===== src/key_matrix_autorepeat_unit_assert.svh =====
// ----------------------------------------------------------------------------
// Assertion macros for the key matrix auto-repeat unit
// Concurrent checks that compile away when SYNTHESIS is defined.
// ----------------------------------------------------------------------------
`ifndef KEY_MATRIX_AUTOREPEAT_UNIT_ASSERT_SVH
`define KEY_MATRIX_AUTOREPEAT_UNIT_ASSERT_SVH

`ifndef SYNTHESIS
// same-cycle implication
`define KMAR_ASSERT_IMP(label, clk, rst_n, ante, cons) \
	label: assert property (@(posedge clk) disable iff (!rst_n) (ante) |-> (cons)) \
		else $error("key matrix auto-repeat check failed");
// next-cycle implication
`define KMAR_ASSERT_NXT(label, clk, rst_n, ante, cons) \
	label: assert property (@(posedge clk) disable iff (!rst_n) (ante) |=> (cons)) \
		else $error("key matrix auto-repeat check failed");
`else
`define KMAR_ASSERT_IMP(label, clk, rst_n, ante, cons)
`define KMAR_ASSERT_NXT(label, clk, rst_n, ante, cons)
`endif

`endif


===== src/kmar_pkg.sv =====
// ----------------------------------------------------------------------------
// kmar_pkg
// Shared types and constants of the key matrix auto-repeat unit.
// ----------------------------------------------------------------------------
package kmar_pkg;

	localparam int KEY_SPACE_BITS = 56;
	localparam int NOW_BITS       = 32;
	localparam int KEY_IDX_BITS   = 6;
	localparam int COL_BITS       = 4;
	localparam int ROW_BITS       = 2;
	localparam int CFG_DATA_BITS  = 16;
	localparam int CFG_INDEX_BITS = 1;

	// register indexes of the configuration port
	localparam logic [CFG_INDEX_BITS-1:0] CFG_REPEAT_DELAY  = 1'd0;
	localparam logic [CFG_INDEX_BITS-1:0] CFG_REPEAT_PERIOD = 1'd1;

	localparam logic [CFG_DATA_BITS-1:0] RESET_DELAY_MS  = 16'd420;
	localparam logic [CFG_DATA_BITS-1:0] RESET_PERIOD_MS = 16'd45;

	typedef struct packed {
		logic fn;
		logic shift;
		logic ctrl;
		logic opt;
		logic alt;
	} mods_t;

	// status of the key bit currently under the scan head
	typedef struct packed {
		logic                    plain;   // held and not a modifier
		logic                    fresh;   // plain and not held last scan
		logic                    at_rep;  // position of the current repeat key
		logic                    last;    // final key of the matrix
		logic [COL_BITS-1:0]     col;
		logic [ROW_BITS-1:0]     row;
		logic [KEY_IDX_BITS-1:0] idx;
	} scan_tap_t;

endpackage


===== src/key_matrix_autorepeat_unit.sv =====
// ----------------------------------------------------------------------------
// key_matrix_autorepeat_unit
// Typematic press and repeat event generator for a scanned key matrix.
// ----------------------------------------------------------------------------
// Usage:
//   Input channel (in_valid/in_ready) takes one matrix scan as an item: the
//   pressed-key bitmap and the current millisecond time. Output channel
//   (out_valid/out_ready) gives one event item per fresh key press, in key
//   index order, then at most one auto-repeat event; last_event marks the
//   final event of a scan. A scan with no events gives no output item.
//   Configuration channel (cfg_valid/cfg_ready) writes the repeat delay
//   (index 0) and repeat period (index 1); write only while the unit is idle.
// Timing:
//   The scanner visits one key per cycle unless the scan is frozen by a stall,
//   over NK = min(rows * cols, 56) keys; each item then passes the arm, check
//   and flush states, plus the repeat state when a repeat event is sent, and
//   may wait on the output. The first event is loaded into the output register
//   as the second fresh key passes the scan head, or else in the flush or repeat state.
//   in_ready is high only between items.
// Reset: clears history, the repeat key and its deadline, and loads the
//   register defaults (delay 420 ms, period 45 ms).
// Stalls: one event waits in the output register and one more is held
//   pending; the scan freezes while both are full and another fresh key is met.
// ----------------------------------------------------------------------------
`include "key_matrix_autorepeat_unit_assert.svh"

module key_matrix_autorepeat_unit #(
	parameter int MATRIX_COLS = 14,
	parameter int MATRIX_ROWS = 4,
	parameter int TIME_BITS   = 32
) (
	input  logic                                clk,
	input  logic                                arst_n,
	input  logic                                in_valid,
	output logic                                in_ready,
	input  logic [kmar_pkg::KEY_SPACE_BITS-1:0] pressed_keys,
	input  logic [kmar_pkg::NOW_BITS-1:0]       now_ms,
	output logic                                out_valid,
	input  logic                                out_ready,
	output logic [kmar_pkg::COL_BITS-1:0]       key_col,
	output logic [kmar_pkg::ROW_BITS-1:0]       key_row,
	output logic                                mod_fn,
	output logic                                mod_shft,
	output logic                                mod_ctl,
	output logic                                mod_opt,
	output logic                                mod_alt,
	output logic                                is_repeat,
	output logic                                last_event,
	input  logic                                cfg_valid,
	output logic                                cfg_ready,
	input  logic [kmar_pkg::CFG_INDEX_BITS-1:0] cfg_index,
	input  logic [kmar_pkg::CFG_DATA_BITS-1:0]  cfg_data
);
	import kmar_pkg::*;

	// modifier positions; a column beyond the matrix is never held
	localparam bit HAS_SHIFT = MATRIX_COLS > 1;
	localparam bit HAS_ALT   = MATRIX_COLS > 2;
	localparam int IDX_FN    = 2 * MATRIX_COLS;
	localparam int IDX_SHIFT = HAS_SHIFT ? 2 * MATRIX_COLS + 1 : 0;
	localparam int IDX_CTRL  = 3 * MATRIX_COLS;
	localparam int IDX_OPT   = HAS_SHIFT ? 3 * MATRIX_COLS + 1 : 0;
	localparam int IDX_ALT   = HAS_ALT ? 3 * MATRIX_COLS + 2 : 0;

	typedef enum logic [2:0] {
		ST_IDLE,
		ST_SCAN,
		ST_ARM,
		ST_CHECK,
		ST_FLUSH,
		ST_REPT
	} state_t;

	state_t state_q;

	logic [CFG_DATA_BITS-1:0] delay_ms;
	logic [CFG_DATA_BITS-1:0] period_ms;
	scan_tap_t                tap;

	// per-item context
	logic [TIME_BITS-1:0]    now_q;
	mods_t                   mods_q;
	logic                    any_fresh_q;
	logic                    held_old_q;
	logic                    fire_q;

	// one pending press event: last_event is only known once the next is found
	logic                    pend_valid_q;
	logic [COL_BITS-1:0]     pend_col_q;
	logic [ROW_BITS-1:0]     pend_row_q;
	logic [KEY_IDX_BITS-1:0] pend_idx_q;

	// repeat key state
	logic                    rep_valid_q;
	logic [KEY_IDX_BITS-1:0] rep_idx_q;
	logic [COL_BITS-1:0]     rep_col_q;
	logic [ROW_BITS-1:0]     rep_row_q;
	logic [TIME_BITS-1:0]    deadline_q;

	// output register
	logic                    out_valid_q;
	logic [COL_BITS-1:0]     out_col_q;
	logic [ROW_BITS-1:0]     out_row_q;
	mods_t                   out_mods_q;
	logic                    out_rep_q;
	logic                    out_last_q;

	logic                    out_free;
	logic                    scan_stall;
	logic                    scan_adv;
	logic                    scan_load;
	logic                    out_load;
	logic                    out_load_rep;
	logic [TIME_BITS-1:0]    since_deadline;
	logic                    passed;
	mods_t                   mods_in;

	kmar_cfg u_cfg (
		.clk       (clk),
		.arst_n    (arst_n),
		.cfg_valid (cfg_valid),
		.cfg_ready (cfg_ready),
		.cfg_index (cfg_index),
		.cfg_data  (cfg_data),
		.delay_ms  (delay_ms),
		.period_ms (period_ms)
	);

	kmar_scan #(
		.MATRIX_COLS (MATRIX_COLS),
		.MATRIX_ROWS (MATRIX_ROWS)
	) u_scan (
		.clk          (clk),
		.arst_n       (arst_n),
		.load         (scan_load),
		.advance      (scan_adv),
		.pressed_keys (pressed_keys),
		.rep_idx      (rep_idx_q),
		.tap          (tap)
	);

	always_comb begin
		mods_in.fn    = pressed_keys[IDX_FN];
		mods_in.shift = HAS_SHIFT && pressed_keys[IDX_SHIFT];
		mods_in.ctrl  = pressed_keys[IDX_CTRL];
		mods_in.opt   = HAS_SHIFT && pressed_keys[IDX_OPT];
		mods_in.alt   = HAS_ALT && pressed_keys[IDX_ALT];
	end

	assign in_ready   = (state_q == ST_IDLE);
	assign scan_load  = in_valid && in_ready;
	assign out_free   = !out_valid_q || out_ready;

	// freeze the scan when a fresh key would displace a pending event with nowhere to go
	assign scan_stall = tap.fresh && pend_valid_q && !out_free;
	assign scan_adv   = (state_q == ST_SCAN) && !scan_stall;

	assign out_load_rep = (state_q == ST_REPT) && out_free;
	assign out_load     = (scan_adv && tap.fresh && pend_valid_q) ||
	                      ((state_q == ST_FLUSH) && pend_valid_q && out_free) ||
	                      out_load_rep;

	// deadline has passed when the wrapped difference is non-negative
	assign since_deadline = now_q - deadline_q;
	assign passed         = !since_deadline[TIME_BITS-1];

	always_ff @(posedge clk or negedge arst_n) begin
		if (!arst_n) begin
			state_q      <= ST_IDLE;
			now_q        <= '0;
			mods_q       <= '0;
			any_fresh_q  <= 1'b0;
			held_old_q   <= 1'b0;
			fire_q       <= 1'b0;
			pend_valid_q <= 1'b0;
			pend_col_q   <= '0;
			pend_row_q   <= '0;
			pend_idx_q   <= '0;
			rep_valid_q  <= 1'b0;
			rep_idx_q    <= '0;
			rep_col_q    <= '0;
			rep_row_q    <= '0;
			deadline_q   <= '0;
			out_valid_q  <= 1'b0;
			out_col_q    <= '0;
			out_row_q    <= '0;
			out_mods_q   <= '0;
			out_rep_q    <= 1'b0;
			out_last_q   <= 1'b0;
		end else begin
			// load a new item if due, otherwise drop the taken one
			if (out_load) begin
				out_valid_q <= 1'b1;
				out_mods_q  <= mods_q;
				if (out_load_rep) begin
					out_col_q  <= rep_col_q;
					out_row_q  <= rep_row_q;
					out_rep_q  <= 1'b1;
					out_last_q <= 1'b1;
				end else begin
					out_col_q  <= pend_col_q;
					out_row_q  <= pend_row_q;
					out_rep_q  <= 1'b0;
					// a pending press is final only in the flush with no repeat behind it
					out_last_q <= (state_q == ST_FLUSH) && !fire_q;
				end
			end else if (out_ready) begin
				out_valid_q <= 1'b0;
			end

			unique case (state_q)
				ST_IDLE: begin
					if (in_valid) begin
						now_q        <= now_ms[TIME_BITS-1:0];
						mods_q       <= mods_in;
						any_fresh_q  <= 1'b0;
						held_old_q   <= 1'b0;
						pend_valid_q <= 1'b0;
						state_q      <= ST_SCAN;
					end
				end
				ST_SCAN: begin
					if (scan_adv) begin
						if (tap.at_rep) begin
							held_old_q <= tap.plain;
						end
						if (tap.fresh) begin
							pend_valid_q <= 1'b1;
							pend_col_q   <= tap.col;
							pend_row_q   <= tap.row;
							pend_idx_q   <= tap.idx;
							any_fresh_q  <= 1'b1;
						end
						if (tap.last) begin
							state_q <= ST_ARM;
						end
					end
				end
				ST_ARM: begin
					// the last fresh key takes over; otherwise keep the old key only if held
					if (any_fresh_q) begin
						rep_valid_q <= 1'b1;
						rep_idx_q   <= pend_idx_q;
						rep_col_q   <= pend_col_q;
						rep_row_q   <= pend_row_q;
						deadline_q  <= now_q + TIME_BITS'(delay_ms);
					end else if (!(rep_valid_q && held_old_q)) begin
						rep_valid_q <= 1'b0;
						rep_idx_q   <= '0;
						rep_col_q   <= '0;
						rep_row_q   <= '0;
					end
					state_q <= ST_CHECK;
				end
				ST_CHECK: begin
					fire_q <= rep_valid_q && passed;
					if (rep_valid_q && passed) begin
						deadline_q <= now_q + TIME_BITS'(period_ms);
					end
					state_q <= ST_FLUSH;
				end
				ST_FLUSH: begin
					if (pend_valid_q) begin
						if (out_free) begin
							pend_valid_q <= 1'b0;
							state_q      <= fire_q ? ST_REPT : ST_IDLE;
						end
					end else begin
						state_q <= fire_q ? ST_REPT : ST_IDLE;
					end
				end
				ST_REPT: begin
					if (out_free) begin
						state_q <= ST_IDLE;
					end
				end
				default: state_q <= ST_IDLE;
			endcase
		end
	end

	assign out_valid  = out_valid_q;
	assign key_col    = out_col_q;
	assign key_row    = out_row_q;
	assign mod_fn     = out_mods_q.fn;
	assign mod_shft   = out_mods_q.shift;
	assign mod_ctl    = out_mods_q.ctrl;
	assign mod_opt    = out_mods_q.opt;
	assign mod_alt    = out_mods_q.alt;
	assign is_repeat  = out_rep_q;
	assign last_event = out_last_q;

	// no event is ever written over one that has not been taken
	`KMAR_ASSERT_IMP(a_load_free, clk, arst_n, out_load, out_free)
	// between items nothing is left pending
	`KMAR_ASSERT_IMP(a_idle_clean, clk, arst_n, in_ready, !pend_valid_q)
	// a repeat event is only sent after a passed deadline was found
	`KMAR_ASSERT_IMP(a_rept_fire, clk, arst_n, state_q == ST_REPT, fire_q && rep_valid_q)
	// the final key of the scan hands over to deadline arming
	`KMAR_ASSERT_NXT(a_scan_end, clk, arst_n, scan_adv && tap.last, state_q == ST_ARM)

endmodule


===== src/kmar_cfg.sv =====
// ----------------------------------------------------------------------------
// kmar_cfg
// Repeat delay and period registers behind the configuration write channel.
// ----------------------------------------------------------------------------
module kmar_cfg (
	input  logic                                 clk,
	input  logic                                 arst_n,
	input  logic                                 cfg_valid,
	output logic                                 cfg_ready,
	input  logic [kmar_pkg::CFG_INDEX_BITS-1:0]  cfg_index,
	input  logic [kmar_pkg::CFG_DATA_BITS-1:0]   cfg_data,
	output logic [kmar_pkg::CFG_DATA_BITS-1:0]   delay_ms,
	output logic [kmar_pkg::CFG_DATA_BITS-1:0]   period_ms
);
	import kmar_pkg::*;

	logic [CFG_DATA_BITS-1:0] delay_q;
	logic [CFG_DATA_BITS-1:0] period_q;

	assign cfg_ready = 1'b1;
	assign delay_ms  = delay_q;
	assign period_ms = period_q;

	always_ff @(posedge clk or negedge arst_n) begin
		if (!arst_n) begin
			delay_q  <= RESET_DELAY_MS;
			period_q <= RESET_PERIOD_MS;
		end else if (cfg_valid) begin
			unique case (cfg_index)
				CFG_REPEAT_DELAY:  delay_q  <= cfg_data;
				CFG_REPEAT_PERIOD: period_q <= cfg_data;
				default: ;
			endcase
		end
	end

endmodule


===== src/kmar_scan.sv =====
// ----------------------------------------------------------------------------
// kmar_scan
// Bit-serial matrix scanner: shifts the scan and the previous scan one key
// per cycle on advance, tracks column and row, and flags fresh plain keys.
// ----------------------------------------------------------------------------
module kmar_scan #(
	parameter int MATRIX_COLS = 14,
	parameter int MATRIX_ROWS = 4
) (
	input  logic                                clk,
	input  logic                                arst_n,
	input  logic                                load,
	input  logic                                advance,
	input  logic [kmar_pkg::KEY_SPACE_BITS-1:0] pressed_keys,
	input  logic [kmar_pkg::KEY_IDX_BITS-1:0]   rep_idx,
	output kmar_pkg::scan_tap_t                 tap
);
	import kmar_pkg::*;

	localparam int NK_RAW = MATRIX_ROWS * MATRIX_COLS;
	localparam int NK     = (NK_RAW > KEY_SPACE_BITS) ? KEY_SPACE_BITS : NK_RAW;
	localparam logic [KEY_IDX_BITS-1:0] LAST_IDX = KEY_IDX_BITS'(NK - 1);
	localparam logic [COL_BITS-1:0]     LAST_COL = COL_BITS'(MATRIX_COLS - 1);
	localparam logic [ROW_BITS-1:0]     ROW_MOD_A = 2'd2;
	localparam logic [ROW_BITS-1:0]     ROW_MOD_B = 2'd3;

	logic [NK-1:0]           keys_q;
	logic [NK-1:0]           prev_q;
	logic [KEY_IDX_BITS-1:0] idx_q;
	logic [COL_BITS-1:0]     col_q;
	logic [ROW_BITS-1:0]     row_q;
	logic                    is_mod;
	logic                    plain;

	// fn/shift on row 2, ctrl/opt/alt on row 3
	assign is_mod = ((row_q == ROW_MOD_A) && (col_q <= 4'd1)) ||
	                ((row_q == ROW_MOD_B) && (col_q <= 4'd2));
	assign plain  = keys_q[0] & ~is_mod;

	always_comb begin
		tap.plain  = plain;
		tap.fresh  = plain & ~prev_q[0];
		tap.at_rep = (idx_q == rep_idx);
		tap.last   = (idx_q == LAST_IDX);
		tap.col    = col_q;
		tap.row    = row_q;
		tap.idx    = idx_q;
	end

	always_ff @(posedge clk or negedge arst_n) begin
		if (!arst_n) begin
			keys_q <= '0;
			prev_q <= '0;
			idx_q  <= '0;
			col_q  <= '0;
			row_q  <= '0;
		end else if (load) begin
			keys_q <= pressed_keys[NK-1:0];
			idx_q  <= '0;
			col_q  <= '0;
			row_q  <= '0;
		end else if (advance) begin
			// previous scan is rotated so it lines up again after a full pass
			keys_q <= keys_q >> 1;
			prev_q <= {plain, prev_q[NK-1:1]};
			idx_q  <= idx_q + 1'b1;
			if (col_q == LAST_COL) begin
				col_q <= '0;
				row_q <= row_q + 1'b1;
			end else begin
				col_q <= col_q + 1'b1;
			end
		end
	end

endmodule


===== config.mk =====
export PLATFORM = sky130hd
export DESIGN_NAME = key_matrix_autorepeat_unit
export DESIGN_NICKNAME = d
export VERILOG_FILES = /design/src/kmar_pkg.sv /design/src/key_matrix_autorepeat_unit.sv /design/src/kmar_cfg.sv /design/src/kmar_scan.sv
export VERILOG_INCLUDE_DIRS = /design/src /design/src/src
export SDC_FILE = /design/constraint.sdc
export NUM_CORES = 1
export LEC_CHECK = 0
export ABC_AREA = 1
export BUFFER_PORTS_ARGS = -buffer_cell sky130_fd_sc_hd__buf_4
export CAP_MARGIN = 20
export CORE_ASPECT_RATIO = 1.75
export CORE_MARGIN = 2
export CORE_UTILIZATION = 60
export CTS_CLUSTER_DIAMETER = 80
export CTS_CLUSTER_SIZE = 20
export DETAILED_ROUTE_END_ITERATION = 16
export PLACE_DENSITY = 0.83
export SETUP_SLACK_MARGIN = 0.3
export SYNTH_ARGS = -nofsm -noshare
export SYNTH_HDL_FRONTEND = slang
export SYNTH_SLANG_ARGS = --single-unit

===== constraint.sdc =====
create_clock -name clk -period 3.1 [get_ports clk]
set_input_delay 0.155 -clock clk [delete_from_list [all_inputs] [get_ports clk]]
set_output_delay 0.155 -clock clk [all_outputs]
set_load 0.1 [all_outputs]

======== Word level (Yosys, flattened, before mapping) ========
Index checks and enable logic that the tools add are counted.
W data, S select, Z words.
storage, ports and cells
  output and inout bits ................... 16
  register bits ........................... 271
  logic and storage cells ................. 157
  input bits .............................. 110
cells by class
  muxes and demuxes ....................... 45
  eq/ne operators ......................... 20
  magnitude comparators ................... 2
  add/sub/neg operators ................... 6
  reduce and logical (&&, ||, !) cells .... 42
  bitwise logic cells ..................... 6
operators by type and width
  operator               number
  $mux W56               2
  $add A32 B16 Y32       2
  $mux W32               2
  $pmux W32 S2           1
  $sub A32 B32 Y32       1
  $mux W4                6
  $mux W6                4
  $mux W3                7
  $ne A2 B2 Y1 const B   9
  $pmux W3 S6            1
  $logic_and A1 B1 Y1    14
  $mux W1                13
  $mux W2                6
  $reduce_and A2 Y1      6
  $reduce_and A4 Y1      3
  $reduce_bool A2 Y1     5
  $add A6 B1 Y6 const B  1
  $eq A3 B2 Y1 const B   2
  $eq A3 B3 Y1 const B   2
  $eq A6 B6 Y1           1
  $eq A6 B6 Y1 const B   1
  $reduce_and A3 Y1      2
  $logic_not A1 Y1       5
  $reduce_and A5 Y1      1
  15 further kinds       24

======== Depth between registers and ports, before layout ========
  depth after elaboration ................. 15
  mapped depth ............................ 20
  gate-level depth less buffers ........... 20

======== Modules after synthesis ========
A second synthesis with hierarchy kept.
second synthesis, totals
  cells, all modules ...................... 1657
  area total of the unflattened synthesis .. 13748.2 um2
modules (own cells, without submodules)
  module                      times used  seq. area each (um2)  cells each  area each (um2)
  key_matrix_autorepeat_unit  1           2877.8                949         7189.4
  kmar_scan                   1           3103.0                566         5217.5
  kmar_cfg                    1           810.8                 142         1341.3

======== Worst setup path before layout ========
No wires, ideal clock.
  path type ............................... reg-to-reg
  start ................................... reg state_q[2]
  end ..................................... reg deadline_q[16]
  cell stages (with the launch flop) ...... 17
  required time ........................... 2.983 ns
  period minus slack after synthesis ...... 2.614 ns
  arrival ................................. 2.497 ns
  path slack .............................. 0.486 ns
  buffers on the path ..................... 1
  library setup time ...................... 0.117 ns
  cells stage by stage .................... dfrtp_1 nor3_4 inv_2 clkbuf_1 nand2_1 nand2_1 ha_1 or2_2 nand2_1 inv_1 nand3_1 nand3_1 nand2_1 nand2_1 xor2_1 nand2_1 nand2_1
between the ends
  longest elaborated chain between the ends .. 3
  elaborated cells on any way between the ends .. 7
  classes of those cells .................. 4 x eq/ne; 1 x mux; 2 x reduce/logical
ends and longest elaborated chain
  element                                                              line                               text
  start, declared                                                      key_matrix_autorepeat_unit.sv:74   state_t state_q;
  start signal, assigned                                               key_matrix_autorepeat_unit.sv:266  state_q <= fire_q ? ST_REPT : ST_IDLE;
  start signal, assigned                                               key_matrix_autorepeat_unit.sv:269  state_q <= fire_q ? ST_REPT : ST_IDLE;
  $eq A3 B2 Y1                                                         key_matrix_autorepeat_unit.sv:211  unique case (state_q)
  $ne A2 B2 Y1 (no line) / $reduce_bool A2 Y1 (equally long branches)  n/a
  $reduce_and A3 Y1 (no line)                                          n/a
  end signal, assigned                                                 key_matrix_autorepeat_unit.sv:246  deadline_q <= now_q + TIME_BITS'(delay_ms);
  end signal, assigned                                                 key_matrix_autorepeat_unit.sv:258  deadline_q <= now_q + TIME_BITS'(period_ms);
  end, declared                                                        key_matrix_autorepeat_unit.sv:98   logic [TIME_BITS-1:0] deadline_q;
Parallel ways exist; a longest one is shown, timed or not.
A chain may end at the register's enable or synchronous reset.

======== Worst setup path in the final report ========
  start ................................... reg state_q[1]
  end ..................................... reg deadline_q[16]
The elaborated chain is that of the path after synthesis.

==> key figures <==
CTS
  • CTS H-tree lvls: 1
  • Root Driver: clkbuf_16
  • Clock Tree Buf Depth: 3
  • Clock sinks: 271
  • Clock Latency Late Sink: 500 ps
  • Clock transition at path regs: 90 ps
  • CTS tree: yes
  • Num CTS Buffers: 17

Yosys
  • Synth Flop Type: dfrtp_1
  • Yosys cell types: 49
  • Gate Count Post-Synth: 1714
  • Synth top area share: 47.8%
  • Largest cells by area after synthesis: dfrtp_1 (48%), nand2_1 (17%), o21ai_0 (5.3%), inv_1 (5.1%), ha_1 (4.5%)
  • Synthesis Warnings: 0
  • Post-synth top area cell: dfrtp_1
  • EDFF count, synth: 0
  • Synth Net Count: 1874
  • Synthesized flop and latch total: 271
  • Avg Cell Area, Syn: 8.03 um2
  • Cell area after synthesis: 13800 um2
  • Ys async rst share: 100%
  • Sequential area share after synthesis: 49.4%

Power
  • Max IR drop VDD: 0.000729 V
  • Pwr dens: 966 nW/um2
  • Lkg Pwr: 8.49 nW

Routing
  • Routed wl met2: 19.3 mm
  • First-pass DRT Iterations: 6
  • Via count: 12090
  • Routed wl met3: 1.42 mm
  • # DRC: 0
  • Detailed Route Iter0 Violations: 715
  • Met1 Wirelength: 13.3 mm
  • Routed WL per cell: 16.4 um
  • WL final: 36.1 mm
  • DR top layer: met4
  • Routed Antenna Nets: 0
  • Vias/cell: 5.50

Setup path
  • CP Buf/Inv Count: 4
  • CP peak stage delay: 380 ps
  • Worst Path Arrival: 3130 ps
  • Critical path's most frequent cell: nand2_1
  • Worst Path Required: 3500 ps
  • Critical Path End Type: flop
  • Worst path slowest cell: dfrtp_1
  • Delay-heaviest family, CP: simple AND/OR/NAND/NOR gates
  • Crit-path max FO: 9
  • Crit path cell chain: inv_2 > nor3_4 > clkinv_4 > buf_6 > nand2_1 > nand2_1 > ha_1 > or2_2 > nand2_2 > inv_1 > nand3_1 > nand3_4 > nand2_1 > nand2_2 > xor2_1 > nand2_1 > nand2_1
  • Crit start category: flop
  • Critical path type: reg2reg

Place
  • Post-detail-place hpwl: 24.5 mm
  • Port bufs: 124
  • Placed Cells: 2093
  • GPL Wtd Cong: 0.934

Timing
  • Sum Neg Setup Slack: 0 ps
  • Worst rel slew slack: 34.9%
  • Final hold vios: 0
  • Setup-failing EPs final: 0
  • Final Hold Slack: 14.6 ps
  • Max-slew violation count: 0
  • F_max: 0.367 GHz
  • Final worst clock skew: 18.7 ps
  • Period utilisation layout: 88.0%
  • Least-Margin Pin Slew: 974 ps
  • RSZ-0062 raised after global routing: true
  • Final min period: 2730 ps

Cells and area
  • Layout area overhead: 20.0%
  • Layout fillers: 1743
  • ANT cells: 0
  • Cell Count, Final, Fillers Out: 2200
  • Fin nets: 2055
  • Layout cells sized above 1: 15.3%
  • Fin util: 72.8%

Floorplanning
  • Die area: 24200 um2
  • Boundary Pins: 126
  • Initial core utilization: 60.7%
  • Rows: 73
  • Die Ht: 204 um
  • Core ar.: 22700 um2
  • Die X: 118 um

Global routing
  • Vias in the first global route: 12177
  • GRT Overall Usage: 29.5%
  • Largest net degree at the start of global routing: 99
  • GR Overflow Total: 0
  • Antenna violations before repair: 0
  • First-pass GRT wire length: 57.8 mm

Hold path
  • Worst Hold Class: in2reg

Run
  • Max Cap Viol: 0

Run status
  • Run status: completed
## per-stage QoR
stage	instance area [um2]	worst slack, ps	power (mW)
after floorplan	13800	486	11.1
after global placement	14900	127	12.8
after detailed placement	14900	72.8	13.1
after CTS	16100	314	15.4
after global routing	16500	215	17.2
final	16500	372	15.9
## cell families (layout without fill, tap and decap cells)
family,after synthesis,in the layout,share of synthesized area [%]
xor+xnor,19,19,1.21
buf+inv,265,451,8.16
simple gates,801,801,24.2
other cells,1,1,0.0273
fa+ha+maj,50,50,4.60
compound gates,307,307,12.4
flops,271,271,49.4
## flip-flops by register name (all words and copies together) (netlist names), 4 cells and up
register and count:
u_cfg.period_ms 16, u_scan.idx_q 6, u_cfg.delay_ms 16, u_scan.keys_q 56, now_q 32, u_scan.col_q 4, u_scan.prev_q 56, deadline_q 32
pend_idx_q 6, key_col 4, mods_q 5, rep_idx_q 6, pend_col_q 4, rep_col_q 4
## routing by layer
layer | GRT usage, % | up-vias
li1 | - | 5799
met1 | 33.2 | 5804
met2 | 54.7 | 355
met3 | 2.99 | 132
met4 | 15.4 | 0
met5 | 0 | -
## cells in the mapped netlist, types with 2 or more instances
master    count
nand3_1      66
nor4_1        2
buf_1         4
o21ai_0     146
dfrtp_1     263
nand4_1      10
a21oi_1      72
a31oi_1       9
or2_2         8
inv_1       188
nand2_2      10
nor2_1       59
ha_1         49
nand3b_1      4
o22ai_1      25
buf_4         4
clkbuf_1     22
inv_2         6
o21ai_1       9
xnor2_1       3
xor2_1       16
dfstp_2       8
buf_6         9
nand2_4       4
a21o_1       40
buf_2        29
nand2_1     616
nand3_4       2
nor2_4        2
nor3_1       10
## where the power goes
| group | internal [mW] | total, mW | leakage [nW] | switching, mW |
|---|---|---|---|---|
| clock | 1.02 | 2.18 | 0.223 | 1.16 |
| combinational | 2.83 | 7.90 | 4.81 | 5.07 |
| sequential | 4.87 | 5.87 | 3.46 | 0.996 |
## final timing paths
check                                   from           endpoint  slack [ps]  cells after the start
max                               state_q[1]     deadline_q[16]         370                     17
min                         pressed_keys[46]  u_scan.keys_q[46]          10                      3
max in group asynchronous             arst_n        rep_valid_q        1890                      3
min in group asynchronous             arst_n           now_q[2]         270                      2
max reg2reg                       state_q[1]     deadline_q[16]         370                     17
min reg2reg                u_scan.keys_q[53]  u_scan.keys_q[53]         480                      1
## repair_timing
action	4_1_cts	5_1_grt
cloned	0	0
pin swaps	2	12
resized for setup	4	77
endpoints found under the setup margin	14	20
buffers inserted	5	12
hold buffers	66	0
hold endpoints to repair	168	0
## placed cells by master, fill, tap and decap left out, types with 25 or more instances in the layout
master,n
nand3_1,63
buf_4,156
dfrtp_1,262
inv_1,187
ha_1,40
nand2_2,26
o21ai_0,142
nor2_1,53
nand2_1,598
a21o_1,40
a21oi_1,60
dlygate4sd3_1,66
o22ai_1,25
## tightest hold or removal path, cell delays in order
cell and delay (ps):
buf_4 80, o22ai_1 80, a31oi_1 150
## final cells by class
cell class | instances | area (um2) | share of cell area [%]
Sequential cell | 271 | 6790 | 41.2
Multi-Input combinational cell | 1178 | 6160 | 37.3
Timing Repair Buffer | 230 | 1960 | 11.9
Inverter | 197 | 753 | 4.56
Clock buffer | 23 | 448 | 2.71
Tap cell | 300 | 375 | 2.27
Clock inverter | 1 | 11.3 | 0.0682
(Power assumes the default switching activity.)
